<file path="config.mk">
export PLATFORM = sky130hd
export DESIGN_NAME = tap_pulse_stream_decoder
export DESIGN_NICKNAME = d
export VERILOG_FILES = /design/src/tpsd_pkg.sv /design/src/tap_pulse_stream_decoder.sv
export SDC_FILE = /design/constraint.sdc
export NUM_CORES = 1
export LEC_CHECK = 0
export BUFFER_PORTS_ARGS = -buffer_cell sky130_fd_sc_hd__buf_2
export CORE_MARGIN = 2
export CORE_UTILIZATION = 62
export DETAILED_ROUTE_END_ITERATION = 8
export GPL_TIMING_DRIVEN = 0
export MAX_ROUTING_LAYER = met4
export PLACE_DENSITY_LB_ADDON = 0.12
export SLEW_MARGIN = 20
export SYNTH_ARGS = -nofsm -noshare
export SYNTH_HDL_FRONTEND = slang
export SYNTH_SLANG_ARGS = --single-unit
</file>
<file path="constraint.sdc">
create_clock -name aclk -period 9.62 [get_ports aclk]
set_input_delay 1.924 -clock aclk [delete_from_list [all_inputs] [get_ports aclk]]
set_output_delay 1.924 -clock aclk [all_outputs]
set_load 0.01 [all_outputs]
</file>
<file path="src/tpsd_pkg.sv">
// Shared types and constants of the tape pulse stream decoder.
`timescale 1ns / 1ps
`default_nettype none

package tpsd_pkg;

    localparam int HEADER_BYTES = 20;
    localparam int MAGIC_BYTES  = 12;
    localparam int VERSION_POS  = 12;
    localparam int MACHINE_POS  = 13;
    localparam int VIDEO_POS    = 14;
    localparam int LENGTH_POS   = 16;
    localparam int EXT_BYTES    = 3;
    localparam int EXT_SPAN     = 4;

    localparam int CFG_INDEX_W = 1;
    localparam int CFG_DATA_W  = 24;

    localparam logic [CFG_INDEX_W-1:0] CFG_SHORT_LIMIT  = 1'd0;
    localparam logic [CFG_INDEX_W-1:0] CFG_MEDIUM_LIMIT = 1'd1;

    localparam logic [23:0] SHORT_LIMIT_RESET  = 24'd432;
    localparam logic [23:0] MEDIUM_LIMIT_RESET = 24'd592;

    localparam logic [2:0] KIND_PULSE       = 3'd0;
    localparam logic [2:0] KIND_HEADER      = 3'd1;
    localparam logic [2:0] KIND_BAD_MAGIC   = 3'd2;
    localparam logic [2:0] KIND_BAD_VERSION = 3'd3;
    localparam logic [2:0] KIND_TRUNCATED   = 3'd4;

    localparam logic [1:0] CLASS_SHORT  = 2'd0;
    localparam logic [1:0] CLASS_MEDIUM = 2'd1;
    localparam logic [1:0] CLASS_LONG   = 2'd2;
    localparam logic [1:0] CLASS_ZERO   = 2'd3;

    typedef enum logic [1:0] {
        PH_HEADER,
        PH_DATA,
        PH_EXT,
        PH_SKIP
    } phase_t;

    typedef struct packed {
        logic [7:0] tap_byte;
        logic       last_byte;
    } in_word_t;

    typedef struct packed {
        logic [2:0]  result_kind;
        logic [23:0] cycles;
        logic        long_pulse;
        logic [1:0]  pulse_class;
        logic [31:0] pulse_number;
        logic        format_version;
        logic [7:0]  machine_code;
        logic [7:0]  video_code;
    } out_word_t;

    function automatic logic [7:0] magic_byte(input logic [3:0] idx);
        logic [7:0] b;
        unique case (idx)
            4'd0:    b = 8'h43;
            4'd1:    b = 8'h36;
            4'd2:    b = 8'h34;
            4'd3:    b = 8'h2D;
            4'd4:    b = 8'h54;
            4'd5:    b = 8'h41;
            4'd6:    b = 8'h50;
            4'd7:    b = 8'h45;
            4'd8:    b = 8'h2D;
            4'd9:    b = 8'h52;
            4'd10:   b = 8'h41;
            4'd11:   b = 8'h57;
            default: b = 8'h00;
        endcase
        return b;
    endfunction

endpackage

`default_nettype wire

</file>
<file path="src/tap_pulse_stream_decoder.sv">
// Top level of the tape pulse stream decoder: header check and pulse decode.
`timescale 1ns / 1ps
`default_nettype none

// Takes a tape image one byte per word and gives at most one result word per
// byte: the header verdict after byte 20, then one word per pulse. Every byte
// is decoded in the cycle it is accepted and the result lands in an output
// register, so one byte is taken every cycle while the result side keeps up;
// s_ready only drops while a result waits and m_ready is low. The user must
// write the two classification limits through the cfg port only while the
// stream is idle; the block itself does not enforce this.
module tap_pulse_stream_decoder (
    input  wire logic                                aclk,
    input  wire logic                                aresetn,
    input  wire logic                                s_valid,
    output logic                                     s_ready,
    input  wire tpsd_pkg::in_word_t                  s_data,
    output logic                                     m_valid,
    input  wire logic                                m_ready,
    output tpsd_pkg::out_word_t                      m_data,
    input  wire logic                                cfg_we,
    input  wire logic [tpsd_pkg::CFG_INDEX_W-1:0]    cfg_index,
    input  wire logic [tpsd_pkg::CFG_DATA_W-1:0]     cfg_data
);

    logic [23:0]      short_limit_reg;
    logic [23:0]      medium_limit_reg;

    tpsd_pkg::phase_t phase_reg, phase_next;
    logic [4:0]       header_count_reg, header_count_next;
    logic             magic_match_reg, magic_match_next;
    logic             version_ok_reg, version_ok_next;
    logic             image_version_reg, image_version_next;
    logic [7:0]       image_machine_reg, image_machine_next;
    logic [7:0]       image_video_reg, image_video_next;
    logic [31:0]      declared_length_reg, declared_length_next;
    logic [31:0]      data_consumed_reg, data_consumed_next;
    logic [23:0]      extended_value_reg, extended_value_next;
    logic [1:0]       extended_count_reg, extended_count_next;
    logic [31:0]      pulse_counter_reg, pulse_counter_next;

    logic                m_valid_reg;
    tpsd_pkg::out_word_t m_data_reg;

    logic                accept;
    logic [7:0]          b;
    logic                last;
    logic                hdr_final;
    logic                magic_now;
    logic                version_now;
    logic [31:0]         decl_final;
    logic [23:0]         ext_final;
    logic                ext_final_step;
    logic                remain_short;
    logic [23:0]         byte_cycles;
    logic                emit;
    tpsd_pkg::out_word_t out_word;

    function automatic logic [1:0] classify(input logic [23:0] c, input logic [23:0] s_lim,
                                            input logic [23:0] m_lim);
        logic [1:0] cls;
        priority if (c == 24'd0) begin
            cls = tpsd_pkg::CLASS_ZERO;
        end else if (c < s_lim) begin
            cls = tpsd_pkg::CLASS_SHORT;
        end else if (c < m_lim) begin
            cls = tpsd_pkg::CLASS_MEDIUM;
        end else begin
            cls = tpsd_pkg::CLASS_LONG;
        end
        return cls;
    endfunction

    assign s_ready = !m_valid_reg || m_ready;
    assign accept  = s_valid && s_ready;
    assign b       = s_data.tap_byte;
    assign last    = s_data.last_byte;
    assign m_valid = m_valid_reg;
    assign m_data  = m_data_reg;

    assign hdr_final   = header_count_reg == 5'(tpsd_pkg::HEADER_BYTES - 1);
    assign magic_now   = magic_match_reg &&
                         !(header_count_reg < 5'(tpsd_pkg::MAGIC_BYTES) &&
                           b != tpsd_pkg::magic_byte(header_count_reg[3:0]));
    assign version_now = version_ok_reg &&
                         !(header_count_reg == 5'(tpsd_pkg::VERSION_POS) && b > 8'd1);
    assign decl_final  = {b, declared_length_reg[23:0]};
    assign ext_final   = {b, extended_value_reg[15:0]};
    assign ext_final_step = extended_count_reg == 2'(tpsd_pkg::EXT_BYTES - 1);
    assign remain_short = (declared_length_reg - data_consumed_reg) <
                          32'(tpsd_pkg::EXT_SPAN);
    assign byte_cycles = {13'd0, b, 3'b000};

    // Next state
    always_comb begin
        phase_next           = phase_reg;
        header_count_next    = header_count_reg;
        magic_match_next     = magic_match_reg;
        version_ok_next      = version_ok_reg;
        image_version_next   = image_version_reg;
        image_machine_next   = image_machine_reg;
        image_video_next     = image_video_reg;
        declared_length_next = declared_length_reg;
        data_consumed_next   = data_consumed_reg;
        extended_value_next  = extended_value_reg;
        extended_count_next  = extended_count_reg;
        pulse_counter_next   = pulse_counter_reg;

        unique case (phase_reg)
            tpsd_pkg::PH_HEADER: begin
                magic_match_next  = magic_now;
                version_ok_next   = version_now;
                header_count_next = header_count_reg + 5'd1;
                if (header_count_reg == 5'(tpsd_pkg::VERSION_POS)) begin
                    image_version_next = b[0];
                end
                if (header_count_reg == 5'(tpsd_pkg::MACHINE_POS)) begin
                    image_machine_next = b;
                end
                if (header_count_reg == 5'(tpsd_pkg::VIDEO_POS)) begin
                    image_video_next = b;
                end
                if (header_count_reg >= 5'(tpsd_pkg::LENGTH_POS)) begin
                    unique case (header_count_reg[1:0])
                        2'd0: declared_length_next[7:0]   = b;
                        2'd1: declared_length_next[15:8]  = b;
                        2'd2: declared_length_next[23:16] = b;
                        2'd3: declared_length_next[31:24] = b;
                        default: declared_length_next = declared_length_reg;
                    endcase
                end
                if (hdr_final) begin
                    if (!magic_now || !version_now || decl_final == 32'd0) begin
                        phase_next = tpsd_pkg::PH_SKIP;
                    end else begin
                        phase_next = tpsd_pkg::PH_DATA;
                    end
                end
            end
            tpsd_pkg::PH_DATA: begin
                if (b != 8'd0 || !image_version_reg) begin
                    pulse_counter_next = pulse_counter_reg + 32'd1;
                    data_consumed_next = data_consumed_reg + 32'd1;
                    phase_next = (data_consumed_next >= declared_length_reg) ?
                                 tpsd_pkg::PH_SKIP : tpsd_pkg::PH_DATA;
                end else if (remain_short || last) begin
                    phase_next = tpsd_pkg::PH_SKIP;
                end else begin
                    extended_value_next = 24'd0;
                    extended_count_next = 2'd0;
                    phase_next          = tpsd_pkg::PH_EXT;
                end
            end
            tpsd_pkg::PH_EXT: begin
                unique case (extended_count_reg)
                    2'd0:    extended_value_next[7:0]   = b;
                    2'd1:    extended_value_next[15:8]  = b;
                    default: extended_value_next[23:16] = b;
                endcase
                extended_count_next = extended_count_reg + 2'd1;
                if (ext_final_step) begin
                    pulse_counter_next  = pulse_counter_reg + 32'd1;
                    data_consumed_next  = data_consumed_reg + 32'(tpsd_pkg::EXT_SPAN);
                    extended_count_next = 2'd0;
                    phase_next = (data_consumed_next >= declared_length_reg) ?
                                 tpsd_pkg::PH_SKIP : tpsd_pkg::PH_DATA;
                end else if (last) begin
                    phase_next = tpsd_pkg::PH_SKIP;
                end
            end
            default: begin
                phase_next = tpsd_pkg::PH_SKIP;
            end
        endcase

        if (last) begin
            phase_next           = tpsd_pkg::PH_HEADER;
            header_count_next    = 5'd0;
            magic_match_next     = 1'b1;
            version_ok_next      = 1'b1;
            image_version_next   = 1'b0;
            image_machine_next   = 8'd0;
            image_video_next     = 8'd0;
            declared_length_next = 32'd0;
            data_consumed_next   = 32'd0;
            extended_value_next  = 24'd0;
            extended_count_next  = 2'd0;
            pulse_counter_next   = 32'd0;
        end
    end

    // Result word
    always_comb begin
        emit     = 1'b0;
        out_word = '0;
        unique case (phase_reg)
            tpsd_pkg::PH_HEADER: begin
                if (hdr_final) begin
                    emit = 1'b1;
                    priority if (!magic_now) begin
                        out_word.result_kind = tpsd_pkg::KIND_BAD_MAGIC;
                    end else if (!version_now) begin
                        out_word.result_kind = tpsd_pkg::KIND_BAD_VERSION;
                    end else begin
                        out_word.result_kind    = tpsd_pkg::KIND_HEADER;
                        out_word.format_version = image_version_reg;
                        out_word.machine_code   = image_machine_reg;
                        out_word.video_code     = image_video_reg;
                    end
                end else if (last) begin
                    emit                 = 1'b1;
                    out_word.result_kind = tpsd_pkg::KIND_TRUNCATED;
                end
            end
            tpsd_pkg::PH_DATA: begin
                if (b != 8'd0) begin
                    emit                  = 1'b1;
                    out_word.result_kind  = tpsd_pkg::KIND_PULSE;
                    out_word.cycles       = byte_cycles;
                    out_word.pulse_class  = classify(byte_cycles, short_limit_reg,
                                                     medium_limit_reg);
                    out_word.pulse_number = pulse_counter_reg;
                end else if (!image_version_reg) begin
                    emit                  = 1'b1;
                    out_word.result_kind  = tpsd_pkg::KIND_PULSE;
                    out_word.long_pulse   = 1'b1;
                    out_word.pulse_class  = tpsd_pkg::CLASS_ZERO;
                    out_word.pulse_number = pulse_counter_reg;
                end else if (remain_short || last) begin
                    emit                 = 1'b1;
                    out_word.result_kind = tpsd_pkg::KIND_TRUNCATED;
                end
            end
            tpsd_pkg::PH_EXT: begin
                if (ext_final_step) begin
                    emit                  = 1'b1;
                    out_word.result_kind  = tpsd_pkg::KIND_PULSE;
                    out_word.cycles       = ext_final;
                    out_word.pulse_class  = classify(ext_final, short_limit_reg,
                                                     medium_limit_reg);
                    out_word.pulse_number = pulse_counter_reg;
                end else if (last) begin
                    emit                 = 1'b1;
                    out_word.result_kind = tpsd_pkg::KIND_TRUNCATED;
                end
            end
            default: begin
                emit = 1'b0;
            end
        endcase
    end

    always_ff @(posedge aclk) begin
        if (!aresetn) begin
            short_limit_reg     <= tpsd_pkg::SHORT_LIMIT_RESET;
            medium_limit_reg    <= tpsd_pkg::MEDIUM_LIMIT_RESET;
            phase_reg           <= tpsd_pkg::PH_HEADER;
            header_count_reg    <= 5'd0;
            magic_match_reg     <= 1'b1;
            version_ok_reg      <= 1'b1;
            image_version_reg   <= 1'b0;
            image_machine_reg   <= 8'd0;
            image_video_reg     <= 8'd0;
            declared_length_reg <= 32'd0;
            data_consumed_reg   <= 32'd0;
            extended_value_reg  <= 24'd0;
            extended_count_reg  <= 2'd0;
            pulse_counter_reg   <= 32'd0;
            m_valid_reg         <= 1'b0;
        end else begin
            if (cfg_we) begin
                unique case (cfg_index)
                    tpsd_pkg::CFG_SHORT_LIMIT:  short_limit_reg  <= cfg_data;
                    tpsd_pkg::CFG_MEDIUM_LIMIT: medium_limit_reg <= cfg_data;
                    default: short_limit_reg <= short_limit_reg;
                endcase
            end
            if (accept) begin
                phase_reg           <= phase_next;
                header_count_reg    <= header_count_next;
                magic_match_reg     <= magic_match_next;
                version_ok_reg      <= version_ok_next;
                image_version_reg   <= image_version_next;
                image_machine_reg   <= image_machine_next;
                image_video_reg     <= image_video_next;
                declared_length_reg <= declared_length_next;
                data_consumed_reg   <= data_consumed_next;
                extended_value_reg  <= extended_value_next;
                extended_count_reg  <= extended_count_next;
                pulse_counter_reg   <= pulse_counter_next;
            end
            if (s_ready) begin
                m_valid_reg <= accept && emit;
            end
        end
    end

    always_ff @(posedge aclk) begin
        if (accept && emit) begin
            m_data_reg <= out_word;
        end
    end

`ifndef SYNTHESIS
    a_clear_after_last: assert property (@(posedge aclk) disable iff (!aresetn)
        (accept && s_data.last_byte) |=>
            (phase_reg == tpsd_pkg::PH_HEADER && header_count_reg == 5'd0))
        else $error("image state not cleared after last byte");

    a_ext_count_range: assert property (@(posedge aclk) disable iff (!aresetn)
        phase_reg == tpsd_pkg::PH_EXT |-> extended_count_reg != 2'd3)
        else $error("extended count out of range");

    a_data_within_length: assert property (@(posedge aclk) disable iff (!aresetn)
        (phase_reg == tpsd_pkg::PH_DATA || phase_reg == tpsd_pkg::PH_EXT) |->
            data_consumed_reg < declared_length_reg)
        else $error("data phase beyond declared length");

    a_long_pulse_class: assert property (@(posedge aclk) disable iff (!aresetn)
        (m_valid_reg && m_data_reg.long_pulse) |->
            (m_data_reg.pulse_class == tpsd_pkg::CLASS_ZERO &&
             m_data_reg.cycles == 24'd0))
        else $error("undefined long pulse carries a length");

    a_header_count_range: assert property (@(posedge aclk) disable iff (!aresetn)
        phase_reg == tpsd_pkg::PH_HEADER |->
            header_count_reg < 5'(tpsd_pkg::HEADER_BYTES))
        else $error("header count past header");
`endif

endmodule

`default_nettype wire
</file>
==> impl_results.md <==
* Worst slew pin tran at approximately 1.2 ns
* Critical path fanouts, max at 10
* Hold WS at about 0.46 ns
* PostCTS Resize Cnt at 0
* Initial core utilization at between 60 and 70%
* Hold buffers post-CTS at 0
* Avg WL per Cell at around 20 µm
* Cell variety after synth at between 70 and 80
* Die height at around 170 µm
* Fmax at between 150 and 200 MHz
* Area of the core at about 27000 µm²
* First-pass GRT wire length at between 70 and 80 mm
* Post-route ant nets at 0
* Routed WL at about 51 mm
* Number of antenna violations at the first check in global routing at 0
* Slowest CP cell: nor2_1
* Syn Nets at ~2200
* Final Wtd Congestion at roughly 1.0
* Port buffer count at between 100 and 150
* Num CTS Buffers at 29
* Total placed cells including tap cells at around 2500
* Clk_lat worst skew at around 0.55 ns
* RSZ-0062 raised after global routing: no
* Worst path top cell family by delay: simple AND/OR/NAND/NOR gates
* Crit path buf inv count at 1
* Clk sinks at 275
* Critical path launch point type: flip-flop
* Most frequent cells in the layout: nand2_1 (205), dfxtp_1 (196), ha_1 (173)
* Cell breakdown of the critical path: nand3_1 > nor2_1 > and2_1 > clkbuf_1 > nor3b_1 > and3_1 > xnor2_1 > ha_1 > a21o_1 > a21o_1 > a21o_1 > a21oi_1 > nor2b_1 > o21ai_0 > nand2b_1 > a21o_1 > a211oi_1 > a21oi_1 > o31a_1
* Fraction of registers with async set/reset at 0%
* Vias in the first global route at about 15000
* Hold Startpoint: medium_limit_reg[23]$_SDFFE_PN0P_
* Standard-cell rows at 60
* DR vias/cell at slightly above 6
* DRC Markers at 0
* H-tree levels at 1
* IO Count at 120
* Worst r2r src: data_consumed_reg[2]$_SDFFE_PN0P_
* R2R Setup Slk at between 4 and 5 ns
* Worst Setup SP: data_consumed_reg[2]$_SDFFE_PN0P_
* Clock tree from TritonCTS: built
* Synth warn at 0
* #FFs+latches synth at 275
* Most common cell after layout, fill and taps aside: nand2_1
* DR pass1 iterations at 5
* Pwr per Cell Area at approximately 150 nW/µm²
* Max reg flops at 79
* Crit path kind: flip-flop to flip-flop
* Final slew viol count at 0
* Via count at 15800
* Post-route setup slack at 4.03 ns
* Status: finished, final reports clean
* Total gr overflow at 0
* Largest net degree at the start of global routing at 32
* Area Overhead vs Synth at 12.8%
* Fin Setup TNS at 0 ns
* All-Layer GR Usage at between 30 and 40%
* Mapped Area at around 17000 µm²
* Iteration-0 DRC Markers at about 1400
* Top_reg_cell synth: dfxtp_1
* CP most frequent cell: a21o_1
* Relative slew slack at 21.3%
* Post-route insts no fill at between 2000 and 3000
* Final hold violation count at 0
* Clk_skew at 0.0109 ns
* Setup-failing EPs final at 0
* Peak VDD IR at between 0.15 and 0.2 mV
* Worst-path clk slew at approximately 0.070 ns
* Clock Path Buffers at 3
* Leak pwr at between 0.008 and 0.009 µW
* Syn Inst Count at 2000
* Die area at 29100 µm²
* Avg Cell Area, Syn at about 8.6 µm²
* Number of enable flip-flop cells after synthesis at 79
* Dpl ws at between 4 and 5 ns
* Tmin final at roughly 5.6 ns
* Max incr delay on CP at ~0.82 ns
* # nets final at about 2400
* Max cap viols at 0
* Layout cells sized above 1 at under 10%
* Register area share after synthesis at 36.6%
* Worst hold path type: flip-flop to flip-flop
* Diodes inserted at 0
* Clk root buf: clkbuf_16
* Postcts setup bufs at 0
* CP required at 10.06 ns
* Dpl hpwl at 39.2 mm
* Final period util at between 50% and 60%
* Die X at 171 µm
* Worst Path Arrival at approximately 6 ns
* Crit path capture type: flip-flop
-- metal layers --
layer	vias to the layer above	wire length [µm]	track usage (%)
li1	7455	-	-
met4	0	1450	9.40
met5	-	0	-
met1	7481	22500	49.0
met3	126	4780	5.99
met2	760	22300	55.6
-- final cells by class --
type                    count  area [µm²]
plain buffers              88         333
clock buffers              37         838
clock inverters            16         215
fillers                  2158        7690
inverters                 135         507
multi-input cells        1502       10100
flip-flops and latches    275        6300
well taps                 372         465
repair buffers            122         671
-- Yosys cell counts, types with 3 or more instances --
| master | n | area share [%] |
|---|---|---|
| a211oi_1 | 13 | 0.57 |
| inv_1 | 134 | 2.9 |
| or4_1 | 8 | 0.35 |
| nor3_1 | 24 | 0.70 |
| a2111oi_0 | 4 | 0.20 |
| a32o_1 | 14 | 0.81 |
| and2_1 | 28 | 1.0 |
| or2_2 | 7 | 0.25 |
| nor2_1 | 170 | 3.7 |
| o21ai_0 | 84 | 2.4 |
| a22oi_1 | 6 | 0.26 |
| nand2_1 | 205 | 4.5 |
| a31oi_1 | 5 | 0.18 |
| nand3_1 | 44 | 1.3 |
| o31ai_1 | 8 | 0.35 |
| nand4_1 | 45 | 1.6 |
| and4_1 | 5 | 0.25 |
| nor3b_1 | 4 | 0.17 |
| o311a_1 | 3 | 0.17 |
| xor2_1 | 27 | 1.4 |
| ha_1 | 173 | 13 |
| and3_1 | 67 | 2.4 |
| o41ai_1 | 3 | 0.15 |
| o31a_1 | 4 | 0.20 |
| a21o_1 | 43 | 1.9 |
| o21ai_1 | 8 | 0.23 |
| o21a_1 | 20 | 0.87 |
| or3_1 | 14 | 0.51 |
| clkbuf_1 | 81 | 1.8 |
| o2111ai_1 | 7 | 0.36 |
| a21oi_1 | 171 | 5.0 |
| mux2i_1 | 57 | 3.3 |
| xnor2_1 | 74 | 3.8 |
| buf_1 | 5 | 0.11 |
| nor4_1 | 27 | 0.98 |
| o211ai_1 | 23 | 1.0 |
| a22o_1 | 6 | 0.31 |
| nor2b_1 | 26 | 0.94 |
| nand2b_1 | 26 | 0.94 |
| nor4_2 | 4 | 0.29 |
| a41oi_1 | 3 | 0.15 |
| edfxtp_1 | 79 | 14 |
| dfxtp_1 | 196 | 23 |
| a32oi_1 | 3 | 0.15 |
-- worst reg2reg max path, stage by stage, from the launching register on --
cell	delay (ns)
dfxtp_1	0.53
nand3_1	0.23
nor2_1	0.82
and2_1	0.23
clkbuf_1	0.37
nor3b_1	0.47
and3_1	0.32
xnor2_1	0.15
ha_1	0.27
a21o_1	0.16
a21o_1	0.16
a21o_1	0.17
a21oi_1	0.14
nor2b_1	0.06
o21ai_0	0.15
nand2b_1	0.07
a21o_1	0.22
a211oi_1	0.46
a21oi_1	0.18
o31a_1	0.32
-- power by group --
group	internal [µW]	switching (µW)
Combinational	136	237
Sequential	1210	18.8
Clock	749	474
-- worst paths after layout --
| check | to | cells past startpoint |
|---|---|---|
| worst min-delay path | medium_limit_reg[23]$_SDFFE_PN0P_ | 2 |
| worst min register to register | medium_limit_reg[23]$_SDFFE_PN0P_ | 2 |
| worst max-delay path | phase_reg[1]$_SDFFE_PN0P_ | 19 |
| worst max register to register | phase_reg[1]$_SDFFE_PN0P_ | 19 |
-- logic make-up (layout without fill, tap and decap cells) --
kind of cell	after synthesis	in the layout	synth area share [%]
adders and majority gates	173	173	12.6
and+or+nand+nor	714	714	20.5
xor gates and xnor gates	101	101	5.14
AOI/OAI and AO/OA	456	456	16.9
buffers and inverters	223	398	4.88
muxes	58	58	3.38
DFF	275	275	36.6
-- metrics by stage --
stage	total power (µW)	util, %	area [µm²]
6_report	2830	71.6	19400
5_1_grt	2910	71.6	19400
4_1_cts	2820	71.6	19400
3_5_place_dp	1620	67.7	18400
3_3_place_gp	1610	67.4	18300
2_1_floorplan	1500	-	17200
No activity file was read; power rests on OpenSTA's default activity.
